## config.mk

```make
export PLATFORM = sky130hd
export DESIGN_NAME = sem_queue
export DESIGN_NICKNAME = d
export VERILOG_FILES = /design/src/rtl/sem_pkg.sv /design/src/rtl/sem_queue.sv
export SDC_FILE = /design/constraint.sdc
export NUM_CORES = 1
export LEC_CHECK = 0
export ABC_AREA = 0
export BUFFER_PORTS_ARGS = -buffer_cell sky130_fd_sc_hd__buf_2
export CAP_MARGIN = 20
export CORE_MARGIN = 1.5
export CORE_UTILIZATION = 31
export DETAILED_ROUTE_END_ITERATION = 8
export PLACE_DENSITY_LB_ADDON = 0.25
export REMOVE_ABC_BUFFERS = 1
export SYNTH_ARGS = -nofsm -noshare
export SYNTH_HDL_FRONTEND = slang
export SYNTH_SLANG_ARGS = --single-unit
```

## constraint.sdc

```tcl
create_clock -name clk -period 5.31 [get_ports clk]
set_input_delay 1.062 -clock clk [delete_from_list [all_inputs] [get_ports clk]]
set_output_delay 1.062 -clock clk [all_outputs]
set_load 0.03 [all_outputs]
```

## src/rtl/sem_pkg.sv

```systemverilog
// sem_pkg: shared widths, register indexes, queue item types and the size clamp
// for the Sobel edge magnitude block. Depends on nothing.
package sem_pkg;

	localparam int PIX_W     = 8;
	localparam int POS_W     = 10;
	localparam int CFG_W     = 11;
	localparam int CFG_IDX_W = 4;
	localparam int WIN_N     = 9;
	localparam int MIN_SIZE  = 3;

	localparam int DEF_MAX_WIDTH  = 1024;
	localparam int DEF_MAX_HEIGHT = 1024;

	localparam logic [CFG_W-1:0] RESET_WIDTH  = 11'd640;
	localparam logic [CFG_W-1:0] RESET_HEIGHT = 11'd480;

	localparam logic [CFG_IDX_W-1:0] REG_IMAGE_WIDTH  = 4'd0;
	localparam logic [CFG_IDX_W-1:0] REG_IMAGE_HEIGHT = 4'd1;

	// front-to-back queue
	localparam int Q_DEPTH = 2;

	localparam logic [PIX_W-1:0] MAG_SAT = 8'd255;

	typedef struct packed {
		logic [POS_W-1:0] row;
		logic [POS_W-1:0] col;
		logic             done;
	} sem_meta_t;

	// window after the shift: [0..2] top row, [3..5] middle, [6..8] bottom
	typedef struct packed {
		logic [WIN_N-1:0][PIX_W-1:0] win;
		sem_meta_t                   meta;
	} sem_item_t;

	typedef struct packed {
		logic full;
		logic empty;
	} sem_qstat_t;

	// frame size limited to MIN_SIZE..hi
	function automatic int clamp_size(input logic [CFG_W-1:0] v, input int hi);
		int r;
		r = int'(v);
		if (r < MIN_SIZE) begin
			r = MIN_SIZE;
		end else if (r > hi) begin
			r = hi;
		end
		return r;
	endfunction

endpackage

```

## src/rtl/sem_queue.sv

```systemverilog
// sem_queue: short FIFO of windows between front and back.
// Depends on sem_pkg.
module sem_queue (
	input  logic                clk,
	input  logic                arst_n,
	input  logic                push,
	input  sem_pkg::sem_item_t  push_item,
	input  logic                pop,
	output sem_pkg::sem_item_t  head,
	output sem_pkg::sem_qstat_t qstat
);
	import sem_pkg::*;

	localparam int QPW = (Q_DEPTH > 1) ? $clog2(Q_DEPTH) : 1;
	localparam int QCW = $clog2(Q_DEPTH + 1);

	sem_item_t      entry_q [0:Q_DEPTH-1];
	logic [QPW-1:0] wr_ptr_q;
	logic [QPW-1:0] rd_ptr_q;
	logic [QCW-1:0] count_q;
	logic           do_push;
	logic           do_pop;

	assign qstat.full  = (count_q == QCW'(Q_DEPTH));
	assign qstat.empty = (count_q == '0);
	assign do_push     = push && !qstat.full;
	assign do_pop      = pop && !qstat.empty;
	assign head        = entry_q[rd_ptr_q];

	always_ff @(posedge clk) begin
		if (do_push) begin
			entry_q[wr_ptr_q] <= push_item;
		end
	end

	always_ff @(posedge clk or negedge arst_n) begin
		if (!arst_n) begin
			wr_ptr_q <= '0;
			rd_ptr_q <= '0;
			count_q  <= '0;
		end else begin
			if (do_push) begin
				wr_ptr_q <= (wr_ptr_q == QPW'(Q_DEPTH - 1)) ? '0 : wr_ptr_q + QPW'(1);
			end
			if (do_pop) begin
				rd_ptr_q <= (rd_ptr_q == QPW'(Q_DEPTH - 1)) ? '0 : rd_ptr_q + QPW'(1);
			end
			if (do_push && !do_pop) begin
				count_q <= count_q + QCW'(1);
			end else if (do_pop && !do_push) begin
				count_q <= count_q - QCW'(1);
			end
		end
	end

endmodule

```

Word-level counts from Yosys, hierarchy flattened:

Memory sizes are Yosys's and may differ from the RTL's.
Cells that the tools add are included.

* add/subtract/negate cells: 4
* equal/unequal tests: 1
* mux-type cells: 6
* reduce and logical (&&, ||, !) cells: 10

Operator list (number)
* logical AND 1 bit: 4
* logical NOT 1 bit: 4
* two-way mux 1 bit: 4
* two-way mux 2 bit: 2
* adder 1 bit, second input constant: 2
* adder 2 x 1 -> 2 bit, second input constant: 1
* == test 2 bit, second input constant: 1
* logical NOT 2 bit: 1
* nonzero test 2 bit: 1
* subtractor 2 x 1 -> 2 bit, second input constant: 1

* register bits: 4
* memory bits (writable): 186
* input port bits: 97
* output and inout bits: 95
* logic and storage cells: 25
* memories kept: 1

Memory list
* entry_q: words 2, bits a word 93, rd ports 1, clocked after Yosys merged registers in 0, wr ports 1, line sem_queue.sv:17 `sem_item_t entry_q [0:Q_DEPTH-1];`

Logic depth before layout (Yosys ltp):

* word-level depth: 7
* gate-level depth with buffers: 7
* depth with buffers taken out: 7

Worst setup path after synthesis:

No wires, ideal clock.

* path kind: input-to-reg
* start point: input push
* end point: memory entry_q[0][0] (netlist bit) (enable)
* library setup time: 0.545 ns
* arrival: 5.024 ns
* required time: 4.765 ns
* path slack: -0.259 ns
* stages: 2
* path buffers: 0
* cell sequence: nand2_1 > nor2_1

* cells in the longest elaborated chain, start to end: 3

Ends and longest elaborated chain
* start: declaration: line sem_queue.sv:6 `input logic push,`
* logical AND 1 bit: line sem_queue.sv:26 `assign do_push = push && !qstat.full;`
* two-way mux 1 bit: line sem_queue.sv:31 `if (do_push) begin`
* two-way mux 1 bit (implied by the code): line sem_queue.sv:32 `entry_q[wr_ptr_q] <= push_item;`
* end: declaration: line sem_queue.sv:17

Every way passes these cells.

==> impl_metrics.yaml <==
final_layout:
  drive_above_1_share_pct: 60.9
  layout.cells.non_filler: 804
  antennaDiodeCount: 0
  fillers: 2037
  area_growth_pct: 26.9
  final_core_util_pct: 40.1
  final_nets: 609
synthesis:
  synth.distinct_cells: 15
  synthTopCellsByArea: "edfxtp_1 81%, mux2_2 15%, dfrtp_1 1.4%"
  netlist_instances: 308
  synth_top_area_share_pct: 80.7
  ys_seq_area_share_pct: 82.2
  yosysWarnings: 0
  synth_area_per_cell_um2: 22.5
  synth_seq_cells: 190
  syn_area_um2: 6920
  synth_top_area_cell: "edfxtp_1"
floorplan:
  die_y_um: 152
  die_width_um: 152
  fp-row-count: 54
  ios: 192
  dieArea_um2: 23200
  core-area_um2: 21900
  initial_core_util_pct: 31.6
sta:
  finalCriticalPeriod_ps: 3610
  hold_viol_final: 0
  fmax_mhz: 277
  hold_ws_ps: 433
  slew_viol_final: 0
  rsz0062_at_grt: "no"
  skew_ps: 8.43
  period_share_pct: 67.9
  worst_slew_pin_slew_ps: 1020
  setup_viol: 0
  relSlewSlack_pct: 32.1
run_status:
  status: "complete, no violations"
run:
  maxCapViolations: 0
critical_path:
  cp_top_family: "flip-flops"
  slowest_delay_ps: 1080
  rrSetupSlack_ps: 2980
  cp.required_ps: 4250
  end_kind: "primary output"
  cp_max_fo: 70
  worst-path-stages: 3
  r2r-end: "entry_q[1][41]$_DFFE_PP_"
  worstSetupStartpointType: "flop"
  arrival_ps: 2540
  path_buf_inv: 2
  crit_slowest_cell: "dfrtp_4"
  crit_path_start: "rd_ptr_q$_DFFE_PN0P_"
  r2r_start: "count_q[0]$_DFFE_PN0P_"
  reg2reg_depth: 3
  worstSetupPathType: "flop to primary output"
  crit_end: "head[45]"
  path_cells: "buf_4, mux2_2, buf_2"
clock_tree:
  htreeDepth: 4
  cts.root.buffer_cell: "clkbuf_16"
  clkTransAtPathRegs_ps: 70
  insertion_delay_ps: 420
  cts-resized-gates: 0
  hold_buffers: 0
  cts_tree: "done"
  ctsLongestPathBuffers: 2
  cts_buffers: 17
  cts_setup_buffers: 0
  cts_sinks: 190
global_routing:
  grt_pass1_wl_um: 20300
  grt_overflow: 0
  antenna_found_initial: 0
  grt_max_degree: 72
  grt_pass1_vias: 3864
  grt_use_total_pct: 11.4
placement:
  hpwlAfterDp_um: 8230
  gp_congestion: 0.692
  numPortBuffers: 191
  dp_cells: 772
power_and_ir_drop:
  peakVddDrop_mv: 0.277
  totalPowerFinal_mw: 5.29
  power.density_nw_per_um2: 602
  power_leakage_nw: 3.25
route:
  routed_wl_um: 12900
  wl_per_cell_um: 16.1
  vias_per_cell: 4.31
  vias: 3468
  first_pass_iters: 4
  postRouteAntennaNets: 0
  drc: 0
  drt_iter0_markers: 148
hold_path:
  hold_class: "input port to async pin"
-- cell families (layout without fill, tap and decap cells) --
kind of cell	count (synthesis)	after routing	share of synthesized area, %
DFF	190	190	82.2
muxes	93	93	15.1
buffers and inverters	12	228	1.41
and+or+nand+nor	6	6	0.398
xor gates and xnor gates	5	5	0.633
adders and majority gates	1	1	0.181
AOI/OAI and AO/OA	1	1	0.0723
-- routing by layer --
| layer | up-vias | share of wire (%) | track usage, % |
|---|---|---|---|
| li1 | 1620 | - | - |
| met3 | 9 | 7.1 | 4.52 |
| met4 | 0 | 0.82 | 3.05 |
| met5 | - | 0 | 0 |
| met2 | 117 | 50 | 19.4 |
| met1 | 1722 | 42 | 13.3 |
-- worst min-delay path by stage --
stage / from / endpoint / slack, ps / cells past startpoint
after floorplan: wr_ptr_q$_DFFE_PN0P_ / wr_ptr_q$_DFFE_PN0P_ / 460 / 1
after CTS: arst_n / rd_ptr_q$_DFFE_PN0P_ / 410 / 1
after detailed placement: count_q[1]$_DFFE_PN0P_ / count_q[1]$_DFFE_PN0P_ / 520 / 1
after global placement: count_q[1]$_DFFE_PN0P_ / count_q[1]$_DFFE_PN0P_ / 500 / 1
final: arst_n / rd_ptr_q$_DFFE_PN0P_ / 430 / 1
after global routing: arst_n / rd_ptr_q$_DFFE_PN0P_ / 410 / 1
-- layout make-up --
cell class	instances	area [um2]	area share (%)
inverter	2	7.51	0.0855
tap	280	350	3.99
clock inverter	13	159	1.81
sequential	190	5690	64.8
multi-input combinational	106	1150	13.1
timing repair buffer	194	991	11.3
clock buffer	19	433	4.93
-- report_power, final --
group	switching, mW	internal [mW]	total [mW]
Sequential	0.185	2.05	2.24
Clock	0.540	0.744	1.28
Combinational	1.14	0.623	1.77
-- Yosys cell counts --
cell type  count
xor2_1         2
ha_1           1
nand2b_1       1
edfxtp_1     186
and3_1         1
buf_2          3
xnor2_1        3
buf_4          1
mux2_2        93
nand2_1        1
dfrtp_1        4
nor2_1         3
buf_6          6
o21ai_0        1
inv_1          2
-- placed cells by master, fill, tap and decap left out --
cell          n
buf_2       191
and3_4        1
nor2_1        2
inv_6         4
clkinv_1      1
buf_12        1
buf_4         2
clkbuf_16    17
nand2b_1      1
inv_1         2
xnor2_1       3
bufinv_16     3
mux2_2       93
dfrtp_1       3
nand2_1       1
dfrtp_4       1
o21ai_0       1
ha_1          1
clkbuf_1      2
clkinvlp_4    2
clkinv_2      3
xor2_1        2
edfxtp_1    186
nor2_4        1
-- per-stage QoR --
step / TNS, ps / instance area (um2) / setup WS, ps
after detailed placement: 0 / 8190 / 2070
after global routing: 0 / 8780 / 1500
final: 0 / 8780 / 1700
after floorplan: -24130 / 6830 / -259
after CTS: 0 / 8780 / 1600
after global placement: 0 / 8190 / 2120
-- registers in the layout (all words and copies together), names as in the netlist --
register	flops
entry_q	186
rd_ptr_q	1
wr_ptr_q	1
count_q	2
-- worst reg2reg max path: stages, from the launching register on --
cell	delay, ps
dfrtp_1	430
nand2b_1	180
and3_4	870
buf_4	520
Power figures use the tool's default switching activity.
