`src/rtl/sem_pkg.sv`:
```
// sem_pkg: shared widths, register indexes, queue item types and the size clamp
// for the Sobel edge magnitude block. Depends on nothing.
package sem_pkg;

	localparam int PIX_W     = 8;
	localparam int POS_W     = 10;
	localparam int CFG_W     = 11;
	localparam int CFG_IDX_W = 4;
	localparam int WIN_N     = 9;
	localparam int MIN_SIZE  = 3;

	localparam int DEF_MAX_WIDTH  = 1024;
	localparam int DEF_MAX_HEIGHT = 1024;

	localparam logic [CFG_W-1:0] RESET_WIDTH  = 11'd640;
	localparam logic [CFG_W-1:0] RESET_HEIGHT = 11'd480;

	localparam logic [CFG_IDX_W-1:0] REG_IMAGE_WIDTH  = 4'd0;
	localparam logic [CFG_IDX_W-1:0] REG_IMAGE_HEIGHT = 4'd1;

	// front-to-back queue
	localparam int Q_DEPTH = 2;

	localparam logic [PIX_W-1:0] MAG_SAT = 8'd255;

	typedef struct packed {
		logic [POS_W-1:0] row;
		logic [POS_W-1:0] col;
		logic             done;
	} sem_meta_t;

	// window after the shift: [0..2] top row, [3..5] middle, [6..8] bottom
	typedef struct packed {
		logic [WIN_N-1:0][PIX_W-1:0] win;
		sem_meta_t                   meta;
	} sem_item_t;

	typedef struct packed {
		logic full;
		logic empty;
	} sem_qstat_t;

	// frame size limited to MIN_SIZE..hi
	function automatic int clamp_size(input logic [CFG_W-1:0] v, input int hi);
		int r;
		r = int'(v);
		if (r < MIN_SIZE) begin
			r = MIN_SIZE;
		end else if (r > hi) begin
			r = hi;
		end
		return r;
	endfunction

endpackage

```
`src/rtl/sem_if.sv`:
```


interface sem_res_if;
	import sem_pkg::*;
	logic             valid;
	logic             ready;
	logic [PIX_W-1:0] magnitude;
	logic [POS_W-1:0] out_row;
	logic [POS_W-1:0] out_col;
	logic             frame_done;
	modport source (output valid, output magnitude, output out_row, output out_col,
		output frame_done, input ready);
	modport sink (input valid, input magnitude, input out_row, input out_col,
		input frame_done, output ready);
	modport monitor (input valid, input ready, input magnitude, input out_row,
		input out_col, input frame_done);
endinterface


```
`src/rtl/sem_back.sv`:
```
// sem_back: Sobel gradients, energy and a bit-pair-per-stage integer square root,
// one stalling pipeline ending in the result register. Depends on sem_pkg, sem_if.
module sem_back (
	input  logic                clk,
	input  logic                arst_n,
	input  sem_pkg::sem_item_t  head,
	input  sem_pkg::sem_qstat_t qstat,
	output logic                pop,
	sem_res_if.source           results
);
	import sem_pkg::*;

	localparam int SQ_N = 8;

	function automatic logic [9:0] wsum(input logic [7:0] a, input logic [7:0] b,
		input logic [7:0] c);
		return {2'b00, a} + {1'b0, b, 1'b0} + {2'b00, c};
	endfunction

	function automatic logic [9:0] absdiff(input logic [9:0] a, input logic [9:0] b);
		return (a >= b) ? a - b : b - a;
	endfunction

	logic            en;
	logic            v_s1;
	logic [9:0]      ax_s1;
	logic [9:0]      ay_s1;
	sem_meta_t       meta_s1;
	logic            v_s2;
	logic [19:0]     ex_s2;
	logic [19:0]     ey_s2;
	sem_meta_t       meta_s2;
	logic [20:0]     esum;

	// square root pipeline, index 0 is the energy stage
	logic            sq_v_s    [0:SQ_N];
	logic [15:0]     sq_e_s    [0:SQ_N];
	logic            sq_sat_s  [0:SQ_N];
	logic [9:0]      sq_rem_s  [0:SQ_N];
	logic [7:0]      sq_root_s [0:SQ_N];
	sem_meta_t       sq_meta_s [0:SQ_N];

	logic [10:0]     cand  [0:SQ_N-1];
	logic [10:0]     trial [0:SQ_N-1];
	logic            take  [0:SQ_N-1];

	assign en  = !sq_v_s[SQ_N] || results.ready;
	assign pop = en && !qstat.empty;

	assign esum = {1'b0, ex_s2} + {1'b0, ey_s2};

	always_comb begin
		for (int k = 0; k < SQ_N; k++) begin
			cand[k]  = {sq_rem_s[k][8:0], sq_e_s[k][15-2*k -: 2]};
			trial[k] = {1'b0, sq_root_s[k], 2'b01};
			take[k]  = (cand[k] >= trial[k]);
		end
	end

	always_ff @(posedge clk or negedge arst_n) begin
		if (!arst_n) begin
			v_s1 <= 1'b0;
			v_s2 <= 1'b0;
			for (int k = 0; k <= SQ_N; k++) begin
				sq_v_s[k] <= 1'b0;
			end
		end else if (en) begin
			v_s1      <= !qstat.empty;
			v_s2      <= v_s1;
			sq_v_s[0] <= v_s2;
			for (int k = 0; k < SQ_N; k++) begin
				sq_v_s[k+1] <= sq_v_s[k];
			end
		end
	end

	always_ff @(posedge clk) begin
		if (en) begin
			ax_s1   <= absdiff(wsum(head.win[2], head.win[5], head.win[8]),
				wsum(head.win[0], head.win[3], head.win[6]));
			ay_s1   <= absdiff(wsum(head.win[6], head.win[7], head.win[8]),
				wsum(head.win[0], head.win[1], head.win[2]));
			meta_s1 <= head.meta;

			ex_s2   <= {10'd0, ax_s1} * {10'd0, ax_s1};
			ey_s2   <= {10'd0, ay_s1} * {10'd0, ay_s1};
			meta_s2 <= meta_s1;

			sq_e_s[0]    <= esum[15:0];
			sq_sat_s[0]  <= (esum[20:16] != 5'd0);
			sq_rem_s[0]  <= '0;
			sq_root_s[0] <= '0;
			sq_meta_s[0] <= meta_s2;

			for (int k = 0; k < SQ_N; k++) begin
				sq_e_s[k+1]    <= sq_e_s[k];
				sq_sat_s[k+1]  <= sq_sat_s[k];
				sq_meta_s[k+1] <= sq_meta_s[k];
				sq_rem_s[k+1]  <= take[k] ? 10'(cand[k] - trial[k]) : cand[k][9:0];
				sq_root_s[k+1] <= {sq_root_s[k][6:0], take[k]};
			end
		end
	end

	assign results.valid      = sq_v_s[SQ_N];
	assign results.magnitude  = sq_sat_s[SQ_N] ? MAG_SAT : sq_root_s[SQ_N];
	assign results.out_row    = sq_meta_s[SQ_N].row;
	assign results.out_col    = sq_meta_s[SQ_N].col;
	assign results.frame_done = sq_meta_s[SQ_N].done;

endmodule

```
`src/flat_wrapper.sv`:
```
// flat-port wrapper written by rule: the top's interface ports become plain ports
module sem_back_flat import sem_pkg::*;
  (clk, arst_n, head, qstat, pop, results_valid, results_magnitude, results_out_row, results_out_col, results_frame_done, results_ready);
  sem_res_if results_i ();
  input  logic clk;
  input  logic arst_n;
  input  sem_pkg::sem_item_t head;
  input  sem_pkg::sem_qstat_t qstat;
  output logic pop;
  output wire logic [$bits(results_i.valid)-1:0] results_valid;
  output wire logic [$bits(results_i.magnitude)-1:0] results_magnitude;
  output wire logic [$bits(results_i.out_row)-1:0] results_out_row;
  output wire logic [$bits(results_i.out_col)-1:0] results_out_col;
  output wire logic [$bits(results_i.frame_done)-1:0] results_frame_done;
  input wire logic [$bits(results_i.ready)-1:0] results_ready;
  assign results_valid = results_i.valid;
  assign results_magnitude = results_i.magnitude;
  assign results_out_row = results_i.out_row;
  assign results_out_col = results_i.out_col;
  assign results_frame_done = results_i.frame_done;
  assign results_i.ready = results_ready;
  sem_back u_core (.clk(clk), .arst_n(arst_n), .head(head), .qstat(qstat), .pop(pop), .results(results_i));
endmodule
```
`config.mk`:
```
export PLATFORM = sky130hd
export DESIGN_NAME = sem_back_flat
export DESIGN_NICKNAME = d
export VERILOG_FILES = /design/src/rtl/sem_pkg.sv /design/src/rtl/sem_if.sv /design/src/rtl/sem_back.sv /design/src/flat_wrapper.sv
export SDC_FILE = /design/constraint.sdc
export NUM_CORES = 1
export LEC_CHECK = 0
export BUFFER_PORTS_ARGS = -buffer_cell sky130_fd_sc_hd__buf_2
export CORE_MARGIN = 5
export CORE_UTILIZATION = 56
export CTS_BUF_LIST = sky130_fd_sc_hd__clkbuf_16
export DETAILED_ROUTE_END_ITERATION = 16
export PLACE_DENSITY_LB_ADDON = 0.3
export SKIP_LAST_GASP = 1
export SLEW_MARGIN = 25
export SYNTH_ARGS = -nofsm -noshare
export SYNTH_HDL_FRONTEND = slang
export SYNTH_SLANG_ARGS = --single-unit
```
`constraint.sdc`:
```
create_clock -name clk -period 13.5 [get_ports clk]
set_clock_uncertainty 0.15 [all_clocks]
set_input_delay 2.7 -clock clk [delete_from_list [all_inputs] [get_ports clk]]
set_output_delay 2.7 -clock clk [all_outputs]
set_load 0.005 [all_outputs]
```
# Yosys cells after proc, flatten, opt, wreduce, memory -nomap -nowiden
# Memory sizes are Yosys's and may differ from the RTL's.
# Index checks and enable logic that the tools add are counted.
# word_totals
ff_bits,113
word_cells,77
in_bits,98
memories,5
out_inout_bits,31
mem_bits_rw,504
# op_classes
multipliers,2
n_addsub,21
reduce_logical,5
n_mux,13
n_lt_le_gt_ge,10
# memory_table
name,depth,width,rd,rd_ports_with_merged_regs,wr,line_no,source
u_core.sq_meta_s,9,21,9,0,9,sem_back.sv:41,sem_meta_t sq_meta_s [0:SQ_N];
u_core.sq_e_s,9,16,8,0,9,sem_back.sv:37,logic [15:0] sq_e_s [0:SQ_N];
u_core.sq_rem_s,9,10,8,0,9,sem_back.sv:39,logic [9:0] sq_rem_s [0:SQ_N];
u_core.sq_root_s,9,8,9,0,9,sem_back.sv:40,logic [7:0] sq_root_s [0:SQ_N];
u_core.sq_sat_s,9,1,9,0,9,sem_back.sv:38,logic sq_sat_s [0:SQ_N];
# op_table
operator,count
$sub A10 B10 Y10,12
$mux W10,10
$ge A11 B10 Y1,8
$add A10 B8 Y10,4
$add A8 B9 Y10,4
$mul A10 B10 Y20,2
$add A20 B20 Y21,1
$ge A10 B10 Y1,2
$mux W8,1
$reduce_bool A5 Y1,1
$logic_not A1 Y1,2
$mux W1,2
$logic_and A1 B1 Y1,1
$logic_or A1 B1 Y1,1

# Depth between registers and ports, before layout
# depth
word_depth,4
depth_mapped,20
mapped_depth_nobuf,19

# Least setup slack after synthesis
# OpenSTA, ideal clock, no wires.
# synth_timing
path_kind,in2reg
start,input port results_ready
end,register u_core.ax_s1[0] (enable)
path_stages,3
t_required_ns,12.338
t_arrival_ns,15.509
setup_time_ns,1.012
n_path_buf,1
setup_slack_ns,-3.172
path_cell_list,nor2b_1 -> inv_1 -> clkbuf_1
# synth_between
elab_chain_cells,1
# synth_rtl
element,line_no,source
"start, declared",flat_wrapper.sv:15,input wire logic [$bits(results_i.ready)-1:0] results_ready;
$logic_or A1 B1 Y1,sem_back.sv:47,assign en = !sq_v_s[SQ_N] || results.ready;
"end signal, assigned",sem_back.sv:79,"ax_s1 <= absdiff(wsum(head.win[2], head.win[5], head.win[8]),"
"end, declared",sem_back.sv:26,logic [9:0] ax_s1;
# Every way passes these cells.
# A chain may end at the register's enable or synchronous reset.

# Worst setup path in the final report
# layout_timing
start,input port results_ready
end,output port pop
# layout_between
elab_chain_cells,2
# layout_rtl
element,line_no,source
$logic_or A1 B1 Y1,sem_back.sv:47,
$logic_and A1 B1 Y1,sem_back.sv:48,assign pop = en && !qstat.empty;
"end, declared",flat_wrapper.sv:9,output logic pop;
# Every way passes these cells.

==> flow_summary.ini <==
[place]
place.gp.congestion = 0.919
post-dp-hpwl_um = 30300
portBuffers = 119

[timing]
worstMarginPinSlew_ns = 1.00
hold_viol_final = 0
min_period_ns = 6.68
rsz0062_at_grt = false
fmax_mhz = 150
tns_ns = 0
hold_ws_ns = 0.249
maxSlewHeadroom_pct = 33.1
setup_viol = 0
fin_crit_sh_pct = 49.5
maxSlewViolCount = 0

[floorplan]
die_area_um2 = 50600
die_h_um = 225
ioPinCount = 129
initial_core_util_pct = 56.8
die_w_um = 225
rows = 78
core-area_um2 = 45600

[setup_path]
startpoint_type = input port
regToRegStartpoint = u_core.ax_s1[0]
r2r-end = u_core.ex_s2[19]
ff2ff_path_depth = 17
required_ns = 10.65
end_kind = primary output
arrival_ns = 3.83
endpoint = pop
cp-startpoint = results_ready
reg2reg_slack_ns = 7.76
crit_fanout = 12
critPathKind = input port to primary output

[finish]
fillers = 3381
drive_above_1_share_pct = 10.7
synthToLayoutAreaGrowth_pct = 10.6
nets = 2529

[drt]
wl_per_cell_um = 15.2
drtAntennaViolNets = 0
first_iter_violations = 814
via_per_inst = 5.28
vias = 14300
dr.pass1.iters = 5
drc = 0
routed_wl_um = 41300

[synthesis]
netlist-cell-type-count = 63
syn_nets = 2387
synth_xor_area_share_pct = 4.06
synthMuxAreaShare_pct = 1.55
synthCells = 1930
async_flop_share_pct = 2.32
avgSynthCellArea_um2 = 13.4
synth_adder_area_share_pct = 21.1
yosysTopAreaCellShare_pct = 53.7
synthSimpleGateAreaFrac_pct = 7.40
ys_seq_area_share_pct = 54.8
synth_ff_type = edfxtp_1
synth_top_area_cell = edfxtp_1
synth_top_family_by_area = adder cells
synth_compound_area_share_pct = 6.92
synth.area.top_cells = edfxtp_1 (54%), ha_1 (11%), fa_1 (10%), inv_1 (3.6%), xnor2_1 (2.5%)
synth_commonest_cells = edfxtp_1 (463), inv_1 (251), ha_1 (229)
ys_ff_latch = 474
syn_area_um2 = 25900
yosysMostFrequentCell = edfxtp_1
synth_edf_count = 463
yosysWarnings = 0

[hold_path]
hold_path_class = register to register

[global_routing]
grt_antenna_before_repair = 1
grt-ovfl-total = 0
grtUsageTotal_pct = 16.7
grt_pass1_wl_um = 70000
grt_pass1_vias = 15100
grt_max_degree = 154

[clock_network]
htree_levels = 2
cts_buffers = 47
cts_sinks = 474
cts_setup_buffers = 0
clockBufferDepth = 3
cts_root_buffer = clkbuf_16
clkTransAtPathRegs_ns = 0.07
cts_resized = 0
cts_tree = yes
postCtsHoldBufs = 0
clkLatencyLatePin_ns = 0.57

[run_status]
status = complete, no violations

[flow_run]
cap_violations = 0
[cells in the final DEF (no fill, tap or decap), drive strengths merged, types with 3 or more instances in the layout]
cell type and count:
buf 123, clkbuf 47, o21a 21, a31oi 8, and2 63, mux2 16
o21ai 58, or3 8, nand3 9, and3 10, a211oi 9, a211o 5
nand4 3, clkinv 14, mux2i 22, edfxtp 463, nor2 69, a21oi 90
fa 130, ha 229, nor3 28, inv 265, nor2b 31, xnor2 74
xor2 46, or2 12, or4 3, nor4 9, nand2b 25, nand2 105
a21o 39, dfrtp 11, o21bai 14, o41ai 4, bufinv 3, o211ai 3
clkinvlp 6
[worst max-delay path, stage by stage]
cell and delay (ns):
buf_2 0.10, nor2b_1 0.75, nor2_1 0.11, buf_2 0.17
[worst min-delay path by stage]
stage,startpoint,to,slack [ns],cells after the start
after floorplan,u_core.meta_s1[0],u_core.meta_s2[0],0.25,0
after global placement,u_core.sq_meta_s[3][6],u_core.sq_meta_s[4][6],0.25,0
after detailed placement,u_core.sq_e_s[0][6],u_core.sq_e_s[0][22],0.25,0
after CTS,u_core.sq_meta_s[7][10],u_core.sq_meta_s[8][10],0.25,0
after global routing,u_core.sq_meta_s[7][10],u_core.sq_meta_s[8][10],0.26,0
final,u_core.sq_meta_s[7][10],u_core.sq_meta_s[8][10],0.25,0
[layer usage]
layer	GRT usage, %	share of wire, %
met1	19.2	40
met2	31.5	54
met3	2.72	3.7
met4	5.52	2.5
met5	0	0.027
[logic make-up after synthesis]
logic type | count (synthesis)
mux | 38
xor+xnor | 120
other cells | 1
simple gates | 380
compound gates | 277
fa+ha+maj | 359
buf+inv | 281
flops | 474
[registers in the layout (all words and copies together), names as in the netlist]
name                  flops
u_core.ax_s1             10
u_core.results.valid      1
u_core.v_s2               1
u_core.sq_e_s            72
u_core.sq_root_s         36
u_core.ay_s1             10
u_core.sq_v_s             8
u_core.ey_s2             19
u_core.sq_rem_s          57
u_core.v_s1               1
u_core.meta_s1           21
u_core.sq_sat_s           9
u_core.sq_meta_s        189
u_core.meta_s2           21
u_core.ex_s2             19
[through the flow]
| stage | std cells | area (µm²) | setup slack [ns] | util [%] |
|---|---|---|---|---|
| after floorplan | 1930 | 25900 | 4.05 | - |
| after global placement | 2623 | 27100 | 6.60 | 59.5 |
| after detailed placement | 2623 | 27100 | 6.59 | 59.5 |
| after CTS | 2707 | 28600 | 6.80 | 62.8 |
| after global routing | 2707 | 28600 | 6.73 | 62.8 |
| final | 2708 | 28600 | 6.82 | 62.8 |
[final cells by class]
cell class | instances | area, µm² | area share (%)
flip-flops and latches | 474 | 14200 | 49.6
multi-input cells | 1175 | 10600 | 37.2
clock buffers | 47 | 1180 | 4.11
inverters | 251 | 950 | 3.32
well taps | 600 | 751 | 2.62
repair buffers | 123 | 629 | 2.20
clock inverters | 37 | 293 | 1.02
diodes | 1 | 2.50 | 0.00875
Power is not shown: default switching activity piles up to over one toggle a cycle in this logic, so the estimate is an artifact.
